### src/rtfss_pkg.sv
// Shared types and constants for the room temperature filter and source select block.
package rtfss_pkg;

  localparam int TIME_W    = 48;
  localparam int TEMP_W    = 16;
  localparam int HUM_W     = 15;
  localparam int FILT_W    = 24;
  localparam int TGT_SHIFT = FILT_W - TEMP_W;
  localparam int TAU_W     = 22;
  localparam int VAL_W     = 20;
  localparam int CFG_W     = 22;
  localparam int AGE_MS_W  = 32;

  localparam int US_PER_MS = 1000;
  localparam int VUS_W     = 30;  // validity window in microseconds
  localparam int TUS_W     = 32;  // time constant in microseconds
  localparam int DEN_W     = 33;  // tau_us + dt
  localparam int AREM_W    = 34;  // alpha divider remainder, doubled
  localparam int DIFF_W    = 25;  // target - filtered
  localparam int MREM_W    = 10;  // remainder of the divide by 1000

  // age to ms: long division by 1000, one byte of the age per step
  localparam int AGE_DIGIT_W  = 8;
  localparam int AGE_DIGITS   = TIME_W / AGE_DIGIT_W;
  localparam int MDIV_W       = MREM_W + AGE_DIGIT_W;
  localparam int MS_PRE_SHIFT = 3;   // 1000 = 8 * 125
  localparam int MREC_W       = 16;
  localparam int MREC_SHIFT   = 22;
  localparam int MPRD_W       = MDIV_W - MS_PRE_SHIFT + MREC_W;
  localparam logic [MREC_W-1:0] MS_RECIP = 16'd33555;  // ceil(2^22 / 125)

  localparam int CNT_W     = 6;

  localparam logic [VAL_W-1:0] VALIDITY_RESET = 20'd30000;

  localparam int OP_W = 2;
  localparam logic [OP_W-1:0] OP_SAMPLE  = 2'd0;
  localparam logic [OP_W-1:0] OP_SET_EXT = 2'd1;
  localparam logic [OP_W-1:0] OP_CLR_EXT = 2'd2;

  localparam logic CFG_TAU      = 1'b0;
  localparam logic CFG_VALIDITY = 1'b1;

  typedef struct packed {
    logic load;
    logic age;
    logic prep;
    logic div_step;
    logic alpha_step;
    logic mul;
    logic commit;
    logic eval;
    logic write;
  } cmd_t;

endpackage

### src/rtfss_ctrl.sv
// Sequencing state machine for the room temperature filter and source select block.
module rtfss_ctrl import rtfss_pkg::*; #(
  parameter int FRAC_BITS = 16
) (
  input  logic clk,
  input  logic rst,
  input  logic in_valid,
  output logic in_stall,
  output logic out_valid,
  input  logic out_stall,
  output cmd_t cmd
);

  localparam logic [2:0] S_IDLE   = 3'd0;
  localparam logic [2:0] S_AGE    = 3'd1;
  localparam logic [2:0] S_PREP   = 3'd2;
  localparam logic [2:0] S_DIV    = 3'd3;
  localparam logic [2:0] S_MUL    = 3'd4;
  localparam logic [2:0] S_COMMIT = 3'd5;
  localparam logic [2:0] S_EVAL   = 3'd6;
  localparam logic [2:0] S_WRITE  = 3'd7;

  logic [2:0]       state;
  logic [2:0]       state_next;
  logic [CNT_W-1:0] cnt;
  logic [CNT_W-1:0] cnt_next;
  logic             slot_free;

  assign slot_free = !out_valid || !out_stall;
  assign in_stall  = (state != S_IDLE);

  always_comb begin
    state_next = state;
    cnt_next   = '0;
    cmd        = '0;
    case (state)
      S_IDLE: begin
        if (in_valid) begin
          cmd.load   = 1'b1;
          state_next = S_AGE;
        end
      end
      S_AGE: begin
        cmd.age    = 1'b1;
        state_next = S_PREP;
      end
      S_PREP: begin
        cmd.prep   = 1'b1;
        state_next = S_DIV;
      end
      S_DIV: begin
        // age steps fit inside the coefficient divide (FRAC_BITS >= 6)
        cmd.alpha_step = 1'b1;
        cmd.div_step   = (cnt < CNT_W'(AGE_DIGITS));
        cnt_next       = cnt + 1'b1;
        if (cnt == CNT_W'(FRAC_BITS - 1)) begin
          cnt_next   = '0;
          state_next = S_MUL;
        end
      end
      S_MUL: begin
        cmd.mul    = 1'b1;
        state_next = S_COMMIT;
      end
      S_COMMIT: begin
        cmd.commit = 1'b1;
        state_next = S_EVAL;
      end
      S_EVAL: begin
        cmd.eval   = 1'b1;
        state_next = S_WRITE;
      end
      S_WRITE: begin
        // hold until the result register is free
        if (slot_free) begin
          cmd.write  = 1'b1;
          state_next = S_IDLE;
        end
      end
      default: begin
        state_next = S_IDLE;
      end
    endcase
  end

  always_ff @(posedge clk) begin
    if (rst) begin
      state     <= S_IDLE;
      cnt       <= '0;
      out_valid <= 1'b0;
    end else begin
      state <= state_next;
      cnt   <= cnt_next;
      if (cmd.write) begin
        out_valid <= 1'b1;
      end else if (!out_stall) begin
        out_valid <= 1'b0;
      end
    end
  end

endmodule

### src/rtfss_dp.sv
// Datapath of the room temperature filter and source select block: state, dividers, filter.
module rtfss_dp import rtfss_pkg::*; #(
  parameter int FRAC_BITS = 16
) (
  input  logic                     clk,
  input  logic                     rst,
  input  cmd_t                     cmd,
  input  logic                     cfg_we,
  input  logic                     cfg_index,
  input  logic [CFG_W-1:0]         cfg_data,
  input  logic [OP_W-1:0]          opcode,
  input  logic [TIME_W-1:0]        time_us,
  input  logic                     temp_present,
  input  logic signed [TEMP_W-1:0] temperature,
  input  logic                     humidity_present,
  input  logic [HUM_W-1:0]         humidity_in,
  output logic signed [TEMP_W-1:0] effective_temp,
  output logic                     effective_valid,
  output logic                     from_external,
  output logic signed [TEMP_W-1:0] filtered_sensor_temp,
  output logic signed [TEMP_W-1:0] raw_sensor_temp,
  output logic                     sensor_valid,
  output logic [AGE_MS_W-1:0]      sensor_age_ms,
  output logic signed [TEMP_W-1:0] external_temp_out,
  output logic                     external_valid,
  output logic [HUM_W-1:0]         humidity_out,
  output logic                     humidity_valid,
  output logic                     valid_changed
);

  localparam int PROD_W = FRAC_BITS + DIFF_W + 1;

  // configuration
  logic [TAU_W-1:0] tau_ms;
  logic [VAL_W-1:0] validity_ms;
  logic [TUS_W-1:0] tau_us;
  logic [VUS_W-1:0] val_us;

  // request
  logic [OP_W-1:0]          req_op;
  logic [TIME_W-1:0]        req_now;
  logic                     req_tp;
  logic signed [TEMP_W-1:0] req_temp;
  logic                     req_hp;
  logic [HUM_W-1:0]         req_hum;

  // architectural state
  logic signed [FILT_W-1:0] filtered;
  logic signed [TEMP_W-1:0] raw_temp;
  logic [TIME_W-1:0]        sensor_time;
  logic                     sensor_seen;
  logic signed [TEMP_W-1:0] ext_value;
  logic [TIME_W-1:0]        ext_time;
  logic                     ext_seen;
  logic                     use_ext;
  logic [HUM_W-1:0]         hum_value;
  logic [TIME_W-1:0]        hum_time;
  logic                     hum_seen;
  logic                     prev_eff_valid;

  // working registers
  logic [TIME_W-1:0]        sens_age;
  logic                     seed;
  logic [DEN_W-1:0]         den;
  logic [AREM_W-1:0]        arem;
  logic [FRAC_BITS-1:0]     alpha;
  logic [TIME_W-1:0]        mq;
  logic [MREM_W-1:0]        mrem;
  logic signed [DIFF_W-1:0] diff;
  logic signed [PROD_W-1:0] prod;
  logic                     sen_v;
  logic                     ext_v;
  logic                     hum_v;

  // combinational helpers
  logic signed [FILT_W-1:0] target;
  logic [AREM_W-1:0]        arem_dbl;
  logic                     a_ge;
  logic [MDIV_W-1:0]        m_try;
  logic [MPRD_W-1:0]        m_prd;
  logic [AGE_DIGIT_W-1:0]   m_q;
  logic [MDIV_W-1:0]        m_back;
  logic signed [PROD_W-1:0] prod_shr;
  logic signed [FILT_W-1:0] step;
  logic                     eff_v;

  function automatic logic [TIME_W-1:0] age_of(input logic [TIME_W-1:0] stamp,
                                               input logic [TIME_W-1:0] now);
    age_of = (now >= stamp) ? (now - stamp) : '0;
  endfunction

  assign tau_us   = TUS_W'(tau_ms) * TUS_W'(US_PER_MS);
  assign val_us   = VUS_W'(validity_ms) * VUS_W'(US_PER_MS);
  assign target   = {req_temp, {TGT_SHIFT{1'b0}}};
  assign arem_dbl = {arem[AREM_W-2:0], 1'b0};
  assign a_ge     = (arem_dbl >= AREM_W'(den));
  // one quotient byte per step: divide by 8, then by 125 through its
  // reciprocal, exact for every partial dividend below 1000 * 256
  assign m_try    = {mrem, mq[TIME_W-1 -: AGE_DIGIT_W]};
  assign m_prd    = MPRD_W'(m_try[MDIV_W-1:MS_PRE_SHIFT]) * MPRD_W'(MS_RECIP);
  assign m_q      = m_prd[MREC_SHIFT +: AGE_DIGIT_W];
  assign m_back   = MDIV_W'(m_q) * MDIV_W'(US_PER_MS);
  assign prod_shr = prod >>> FRAC_BITS;
  assign step     = prod_shr[FILT_W-1:0];
  assign eff_v    = use_ext ? ext_v : sen_v;

  always_ff @(posedge clk) begin
    if (rst) begin
      tau_ms      <= '0;
      validity_ms <= VALIDITY_RESET;
    end else if (cfg_we) begin
      case (cfg_index)
        CFG_TAU:      tau_ms      <= cfg_data[TAU_W-1:0];
        CFG_VALIDITY: validity_ms <= cfg_data[VAL_W-1:0];
        default: ;
      endcase
    end
  end

  // state that survives between requests
  always_ff @(posedge clk) begin
    if (rst) begin
      filtered       <= '0;
      raw_temp       <= '0;
      sensor_time    <= '0;
      sensor_seen    <= 1'b0;
      ext_value      <= '0;
      ext_time       <= '0;
      ext_seen       <= 1'b0;
      use_ext        <= 1'b0;
      hum_value      <= '0;
      hum_time       <= '0;
      hum_seen       <= 1'b0;
      prev_eff_valid <= 1'b0;
    end else begin
      if (cmd.commit) begin
        case (req_op)
          OP_SAMPLE: begin
            if (req_tp) begin
              raw_temp    <= req_temp;
              filtered    <= seed ? target : filtered + step;
              sensor_time <= req_now;
              sensor_seen <= 1'b1;
            end
            if (req_hp) begin
              hum_value <= req_hum;
              hum_time  <= req_now;
              hum_seen  <= 1'b1;
            end
          end
          OP_SET_EXT: begin
            use_ext   <= 1'b1;
            ext_value <= req_temp;
            ext_time  <= req_now;
            ext_seen  <= 1'b1;
          end
          OP_CLR_EXT: begin
            use_ext  <= 1'b0;
            ext_seen <= 1'b0;
            ext_time <= '0;
          end
          default: ;
        endcase
      end
      if (cmd.write && req_op == OP_SAMPLE) begin
        prev_eff_valid <= eff_v;
      end
    end
  end

  // working and result registers
  always_ff @(posedge clk) begin
    if (cmd.load) begin
      req_op   <= opcode;
      req_now  <= time_us;
      req_tp   <= temp_present;
      req_temp <= temperature;
      req_hp   <= humidity_present;
      req_hum  <= humidity_in;
    end
    if (cmd.age) begin
      sens_age <= age_of(sensor_time, req_now);
    end
    if (cmd.prep) begin
      seed  <= (tau_ms == '0) || !(sensor_seen && sens_age <= TIME_W'(val_us));
      // dt stays inside the validity window whenever the filter runs
      den   <= DEN_W'(tau_us) + DEN_W'(sens_age[VUS_W-1:0]);
      arem  <= AREM_W'(sens_age[VUS_W-1:0]);
      alpha <= '0;
      mq    <= (req_op == OP_SAMPLE && req_tp) ? '0 : sens_age;
      mrem  <= '0;
      diff  <= DIFF_W'(target) - DIFF_W'(filtered);
    end
    if (cmd.alpha_step) begin
      arem  <= a_ge ? (arem_dbl - AREM_W'(den)) : arem_dbl;
      alpha <= {alpha[FRAC_BITS-2:0], a_ge};
    end
    if (cmd.div_step) begin
      mrem <= MREM_W'(m_try - m_back);
      mq   <= {mq[TIME_W-AGE_DIGIT_W-1:0], m_q};
    end
    if (cmd.mul) begin
      prod <= PROD_W'($signed({1'b0, alpha})) * PROD_W'(diff);
    end
    if (cmd.eval) begin
      sen_v <= sensor_seen && (age_of(sensor_time, req_now) <= TIME_W'(val_us));
      ext_v <= ext_seen && (age_of(ext_time, req_now) <= TIME_W'(val_us));
      hum_v <= hum_seen && (age_of(hum_time, req_now) <= TIME_W'(val_us));
    end
    if (cmd.write) begin
      effective_valid      <= eff_v;
      from_external        <= use_ext;
      filtered_sensor_temp <= filtered[FILT_W-1:TGT_SHIFT];
      raw_sensor_temp      <= raw_temp;
      sensor_valid         <= sen_v;
      external_temp_out    <= ext_value;
      external_valid       <= ext_v;
      humidity_out         <= hum_value;
      humidity_valid       <= hum_v;
      valid_changed        <= (req_op == OP_SAMPLE) && (eff_v != prev_eff_valid);
      if (!eff_v) begin
        effective_temp <= '0;
      end else if (use_ext) begin
        effective_temp <= ext_value;
      end else begin
        effective_temp <= filtered[FILT_W-1:TGT_SHIFT];
      end
      if (!sensor_seen) begin
        sensor_age_ms <= '0;
      end else if (|mq[TIME_W-1:AGE_MS_W]) begin
        sensor_age_ms <= '1;
      end else begin
        sensor_age_ms <= mq[AGE_MS_W-1:0];
      end
    end
  end

endmodule

### src/room_temp_filter_source_select.sv
// Top level of the room temperature filter and source select block.
//
// Requests arrive on the input channel (in_valid / in_stall) with an opcode,
// a microsecond timestamp and optional temperature and humidity readings.
// Every request yields exactly one result on the output channel
// (out_valid / out_stall) carrying the selected temperature, the filtered
// and raw sensor values, ages, validity flags and the validity change flag.
// A request is taken when in_valid is high and in_stall is low; a result is
// taken when out_valid is high and out_stall is low.
// One request is worked on at a time. Each request walks through the age,
// prep, divide, multiply, commit, evaluate and write states, and the next
// request is taken only after the write. The bit-serial coefficient divide
// is the longest of these: FRAC_BITS (16) steps, one per cycle, with the age
// conversion to milliseconds running beside it in six byte-wide steps.
// A result waiting in the output register does not block the next request;
// that request then holds in its last step until the register is taken.
// Configuration writes (cfg_we, cfg_index, cfg_data) go straight into the registers.
// Reset clears all stored readings, deselects the external source and loads
// the register defaults (filter off, 30000 ms validity window).
module room_temp_filter_source_select import rtfss_pkg::*; #(
  parameter int FRAC_BITS = 16
) (
  input  logic                     clk,
  input  logic                     rst,
  input  logic                     cfg_we,
  input  logic                     cfg_index,
  input  logic [CFG_W-1:0]         cfg_data,
  input  logic                     in_valid,
  output logic                     in_stall,
  input  logic [OP_W-1:0]          opcode,
  input  logic [TIME_W-1:0]        time_us,
  input  logic                     temp_present,
  input  logic signed [TEMP_W-1:0] temperature,
  input  logic                     humidity_present,
  input  logic [HUM_W-1:0]         humidity_in,
  output logic                     out_valid,
  input  logic                     out_stall,
  output logic signed [TEMP_W-1:0] effective_temp,
  output logic                     effective_valid,
  output logic                     from_external,
  output logic signed [TEMP_W-1:0] filtered_sensor_temp,
  output logic signed [TEMP_W-1:0] raw_sensor_temp,
  output logic                     sensor_valid,
  output logic [AGE_MS_W-1:0]      sensor_age_ms,
  output logic signed [TEMP_W-1:0] external_temp_out,
  output logic                     external_valid,
  output logic [HUM_W-1:0]         humidity_out,
  output logic                     humidity_valid,
  output logic                     valid_changed
);

  cmd_t cmd;

  // sequencer: walks each request through age, prep, divide, multiply, commit, eval and write
  rtfss_ctrl #(
    .FRAC_BITS(FRAC_BITS)
  ) u_ctrl (
    .clk       (clk),
    .rst       (rst),
    .in_valid  (in_valid),
    .in_stall  (in_stall),
    .out_valid (out_valid),
    .out_stall (out_stall),
    .cmd       (cmd)
  );

  // stored readings, dividers, filter and result register
  rtfss_dp #(
    .FRAC_BITS(FRAC_BITS)
  ) u_dp (
    .clk                  (clk),
    .rst                  (rst),
    .cmd                  (cmd),
    .cfg_we               (cfg_we),
    .cfg_index            (cfg_index),
    .cfg_data             (cfg_data),
    .opcode               (opcode),
    .time_us              (time_us),
    .temp_present         (temp_present),
    .temperature          (temperature),
    .humidity_present     (humidity_present),
    .humidity_in          (humidity_in),
    .effective_temp       (effective_temp),
    .effective_valid      (effective_valid),
    .from_external        (from_external),
    .filtered_sensor_temp (filtered_sensor_temp),
    .raw_sensor_temp      (raw_sensor_temp),
    .sensor_valid         (sensor_valid),
    .sensor_age_ms        (sensor_age_ms),
    .external_temp_out    (external_temp_out),
    .external_valid       (external_valid),
    .humidity_out         (humidity_out),
    .humidity_valid       (humidity_valid),
    .valid_changed        (valid_changed)
  );

endmodule

### config.mk
export PLATFORM = sky130hd
export DESIGN_NAME = room_temp_filter_source_select
export DESIGN_NICKNAME = d
export VERILOG_FILES = /design/src/rtfss_pkg.sv /design/src/rtfss_ctrl.sv /design/src/rtfss_dp.sv /design/src/room_temp_filter_source_select.sv
export SDC_FILE = /design/constraint.sdc
export NUM_CORES = 2
export LEC_CHECK = 0
export BUFFER_PORTS_ARGS = -buffer_cell sky130_fd_sc_hd__buf_2
export CAP_MARGIN = 20
export CORE_ASPECT_RATIO = 0.9
export CORE_UTILIZATION = 60
export CTS_BUF_LIST = sky130_fd_sc_hd__clkbuf_8
export DETAILED_ROUTE_END_ITERATION = 8
export GPL_TIMING_DRIVEN = 0
export HOLD_SLACK_MARGIN = 0.12
export PLACE_DENSITY = 0.78
export SYNTH_ARGS = -nofsm -noshare
export SYNTH_HDL_FRONTEND = slang
export SYNTH_SLANG_ARGS = --single-unit
### constraint.sdc
create_clock -name clk -period 19.4 [get_ports clk]
set_input_delay 1.94 -clock clk [delete_from_list [all_inputs] [get_ports clk]]
set_output_delay 1.94 -clock clk [all_outputs]
set_load 0.02 [all_outputs]
==> summary.txt <==
Floorplanning
  – Number of primary I/O pins: 230
  – Floorplan die height: 314 microns
  – Core outline area: roughly 110,000 sq um
  – Effective utilization at floorplan: 61.0%
  – Die area: approximately 110,000 sq um
  – Width of the chip: 348 microns
  – Placement Rows: 113

Critical path
  – Timing endpoint of the critical path: u_dp.ext_v
  – Slowest cell delay on critical path: roughly 0.86 ns
  – First element of the critical path: u_dp.validity_ms[0]
  – Kind of end point of the critical path: flip-flop
  – Endpoint arrival time on the critical path: approximately 9.9 ns
  – Category of the critical setup timing path: reg -> reg
  – Crit path top cell by count: sky130_fd_sc_hd__fa_1
  – WP data required: 19.96 ns
  – Slowest library cell on the worst path: sky130_fd_sc_hd__xor2_1
  – Max Fanout on Critical Path: 9
  – Category of the worst setup path launch point: flip-flop
  – Reg2Reg Launch Point: u_dp.validity_ms[0]
  – Flop-to-flop setup slack: between 10 and 15 ns
  – Worst reg-to-reg path cell count: 31
  – Worst r2r dst: u_dp.ext_v

CTS
  – CTS Buffer Depth: 3
  – Count of hold buffers inserted by post-cts repair: 0
  – Clock Latency Late Sink: 0.81 ns
  – Total number of clock tree sinks: 712
  – TritonCTS clock tree: done
  – Clock root buffer: sky130_fd_sc_hd__clkbuf_8
  – CTS buffer count: between 100 and 150
  – Post-CTS Repair Setup Buffers: 0
  – Post-cts resize count: 0
  – Number of H-tree levels: 3
  – Post-CTS clock slew at the launch and capture registers of the worst setup and hold paths: 0.06 ns

Placed design
  – Setup slack at placement: 10.19 ns
  – I/O Buffers: 229
  – Placed wire-length estimate after detailed placement: 146,000 microns
  – Placement Cell Area: ~70,000 sq um
  – Final estimated routing congestion in global placement: 0.964

Logic synthesis
  – Number of distinct library cells after synthesis: 95
  – Share of the yosys chip area belonging to registers: 28.8%
  – Primary flip-flop cell chosen by synthesis mapping: sky130_fd_sc_hd__edfxtp_1
  – Share of synthesized cell area in and, or, nand and nor gates: 14.9%
  – Async SR Flop Fraction: 0%
  – Xor/xnor cell area share of the yosys netlist: under 10%
  – Synth area leaders: sky130_fd_sc_hd__edfxtp_1 20%, sky130_fd_sc_hd__fa_1 18%, sky130_fd_sc_hd__ha_1 14%, sky130_fd_sc_hd__dfxtp_1 8.4%, sky130_fd_sc_hd__inv_1 5.5%
  – Synthesized-area fraction occupied by ao, oa, aoi and oai cells: 12.7%
  – Total of warnings raised by yosys: 0
  – Dominant cell type by area after synthesis: sky130_fd_sc_hd__edfxtp_1
  – Number of synthesized flops with an enable pin: 441
  – Adder-Cell Fraction of Synth Area: between 30% and 40%
  – Post-Syn Area: 64,700 sq um
  – Fraction of synthesized area in multiplexers: 0.775%
  – Proportion of netlist area held by the largest area contributor: 20.5%
  – Dominant combinational cell family by area after synthesis: adder cells
  – Post-synthesis net count: 8,356
  – Number of instances in the synthesized netlist: 6,955
  – Post-synthesis register bit count: approximately 700
  – Syn avg cell area: approximately 9.3 sq um

Drt
  – Count of nets left with antenna violations after detail routing: 0
  – Total vias in the final route: roughly 52,000
  – Number of detailed-route iterations in the first pass: 6
  – Average detailed-routed wire length per instance: 20.3 microns
  – Number of remaining DRC errors: 0
  – Via density: 5.82
  – Total Wirelength: 180,000 microns
  – Initial detailed-routing violation count: 4,271

Timing
  – Number of max-slew violations in the final report: 0
  – Number of failing setup endpoints in the final timing report: 0
  – Transition time of the tightest slew-check pin: between 1 and 1.5 ns
  – Fin worst setup slack: 10.04 ns
  – Maximum clock frequency: 0.107 GHz
  – Setup_tns: 0 ns
  – Skew final: 0.0415 ns
  – Final min period: 9.36 ns
  – Final count of hold timing violations: 0
  – Setup repair after global routing missed its margin: false
  – Headroom to the max-slew limit: 13.5%
  – Final worst path period share: 48.2%

Run status
  – Run status: completed

Cells and area
  – Number of inserted filler cells in the final layout: ~8,500
  – Layout cell share with drive strength beyond 1: 6.68%
  – Finished layout cell area: slightly above 70,000 sq um
  – Count of nets after finishing: 8,723
  – Signed area change from the synthesized netlist to the final layout: 9.29%

Flow run
  – Total of max-cap violations: 0

Global route
  – Via count of the first global-routing pass: between 50,000 and 60,000
  – Sum of overflow across all layers after global routing: 0
  – GRT Overall Usage: 33.0%
  – Antenna violations before repair: 16
  – Largest net degree at the start of global routing: just over 40
  – Wire length of the first global-routing pass: 281,000 microns

Worst hold path
  – Worst hold path class: reg -> reg
==> stage by stage <==
stage	util (%)	hold WS [ns]	cells
after floorplan	-	0.400	6955
after global placement	63.7	0.408	8621
after detailed placement	64.1	0.408	8639
after CTS	66.6	0.383	8858
after global routing	66.6	0.407	8872
final	66.6	0.397	8872
==> sequential cells by signal, indices dropped and copies added, names as in the netlist, 20 cells and up <==
name	count
u_dp.validity_ms	20
u_dp.prod	24
u_dp.den	33
u_dp.sens_age	48
u_dp.diff	25
u_dp.tau_ms	22
u_dp.req_now	48
u_dp.hum_time	48
u_dp.ext_time	48
u_dp.sensor_age_ms	32
u_dp.filtered	24
u_dp.sensor_time	48
u_dp.mq	48
u_dp.arem	33
==> cells in the mapped netlist (all sizes together) (127+ instances only) <==
cell type	number
edfxtp	441
nand3	127
fa	568
clkbuf	231
nand2	921
xnor2	185
ha	722
o21ai	212
dfxtp	271
nor2	366
and2	213
a21o	164
a21oi	560
inv	952
==> cell families (layout without fill, tap and decap cells) <==
kind of cell,Yosys count,in the layout
simple gates,2078,2078
compound gates,1320,1320
fa+ha+maj,1290,1290
buf+inv,1204,1671
flops,712,712
xor+xnor,301,301
mux,50,50
other cells,0,13
==> layer usage <==
layer / vias up / wire length, microns / GRT usage, %
li1: 24100 / - / -
met1: 25000 / 75400 / 45.4
met2: 2042 / 82000 / 52.3
met3: 386 / 15100 / 5.58
met4: 4 / 7170 / 13.0
met5: - / 34 / 0
==> how the worst min path moves through the flow <==
stage	startpoint	to	cells after the start
3_5_place_dp	u_dp.hum_v	u_dp.humidity_valid	0
3_3_place_gp	u_dp.hum_v	u_dp.humidity_valid	0
2_1_floorplan	u_dp.hum_v	u_dp.humidity_valid	0
4_1_cts	u_dp.hum_v	u_dp.humidity_valid	0
6_report	u_dp.hum_v	u_dp.humidity_valid	0
5_1_grt	u_dp.hum_v	u_dp.humidity_valid	0
==> placed cells by master, fill, tap and decap left out, types with 41 or more instances in the layout <==
cell | Yosys | routed
sky130_fd_sc_hd__dfxtp_1 | 271 | 271
sky130_fd_sc_hd__mux2i_1 | 49 | 49
sky130_fd_sc_hd__nand2b_1 | 52 | 52
sky130_fd_sc_hd__nor2b_1 | 47 | 46
sky130_fd_sc_hd__a21o_1 | 164 | 164
sky130_fd_sc_hd__o21a_1 | 77 | 77
sky130_fd_sc_hd__a211oi_1 | 41 | 41
sky130_fd_sc_hd__clkbuf_1 | 231 | 231
sky130_fd_sc_hd__nor2_1 | 364 | 363
sky130_fd_sc_hd__and2_1 | 212 | 212
sky130_fd_sc_hd__nand3_1 | 127 | 127
sky130_fd_sc_hd__clkbuf_8 | 0 | 138
sky130_fd_sc_hd__nor3_1 | 87 | 87
sky130_fd_sc_hd__xor2_1 | 114 | 114
sky130_fd_sc_hd__o21ai_0 | 172 | 172
sky130_fd_sc_hd__nor3b_1 | 56 | 56
sky130_fd_sc_hd__nand4_1 | 76 | 76
sky130_fd_sc_hd__a21oi_1 | 558 | 557
sky130_fd_sc_hd__inv_1 | 952 | 979
sky130_fd_sc_hd__edfxtp_1 | 441 | 441
sky130_fd_sc_hd__buf_2 | 5 | 234
sky130_fd_sc_hd__ha_1 | 722 | 722
sky130_fd_sc_hd__xnor2_1 | 183 | 183
sky130_fd_sc_hd__nand2_1 | 921 | 919
sky130_fd_sc_hd__o21bai_1 | 47 | 47
sky130_fd_sc_hd__fa_1 | 568 | 568
==> critical path: cells and delay by family (launching register included) <==
family | cells | cell delay, ns
AOI/OAI and AO/OA | 14 | 3.31
xor gates and xnor gates | 1 | 0.86
DFF | 1 | 0.80
and+or+nand+nor | 7 | 1.22
adders and majority gates | 6 | 2.70
buffers and inverters | 3 | 0.20
==> area by class of cell <==
cell class / count / area [sq um] / share of cell area (%)
timing repair buffer: 248 / 1520 / 2.15
tap: 1437 / 1800 / 2.54
buffer: 252 / 986 / 1.39
inverter: 952 / 3570 / 5.05
clock inverter: 81 / 732 / 1.03
sequential: 712 / 18700 / 26.4
clock buffer: 138 / 1900 / 2.69
antenna: 13 / 32.5 / 0.0460
multi-input combinational: 5039 / 41500 / 58.7
Power is not shown: default switching activity piles up to over one toggle a cycle in this logic, so the estimate is an artifact.
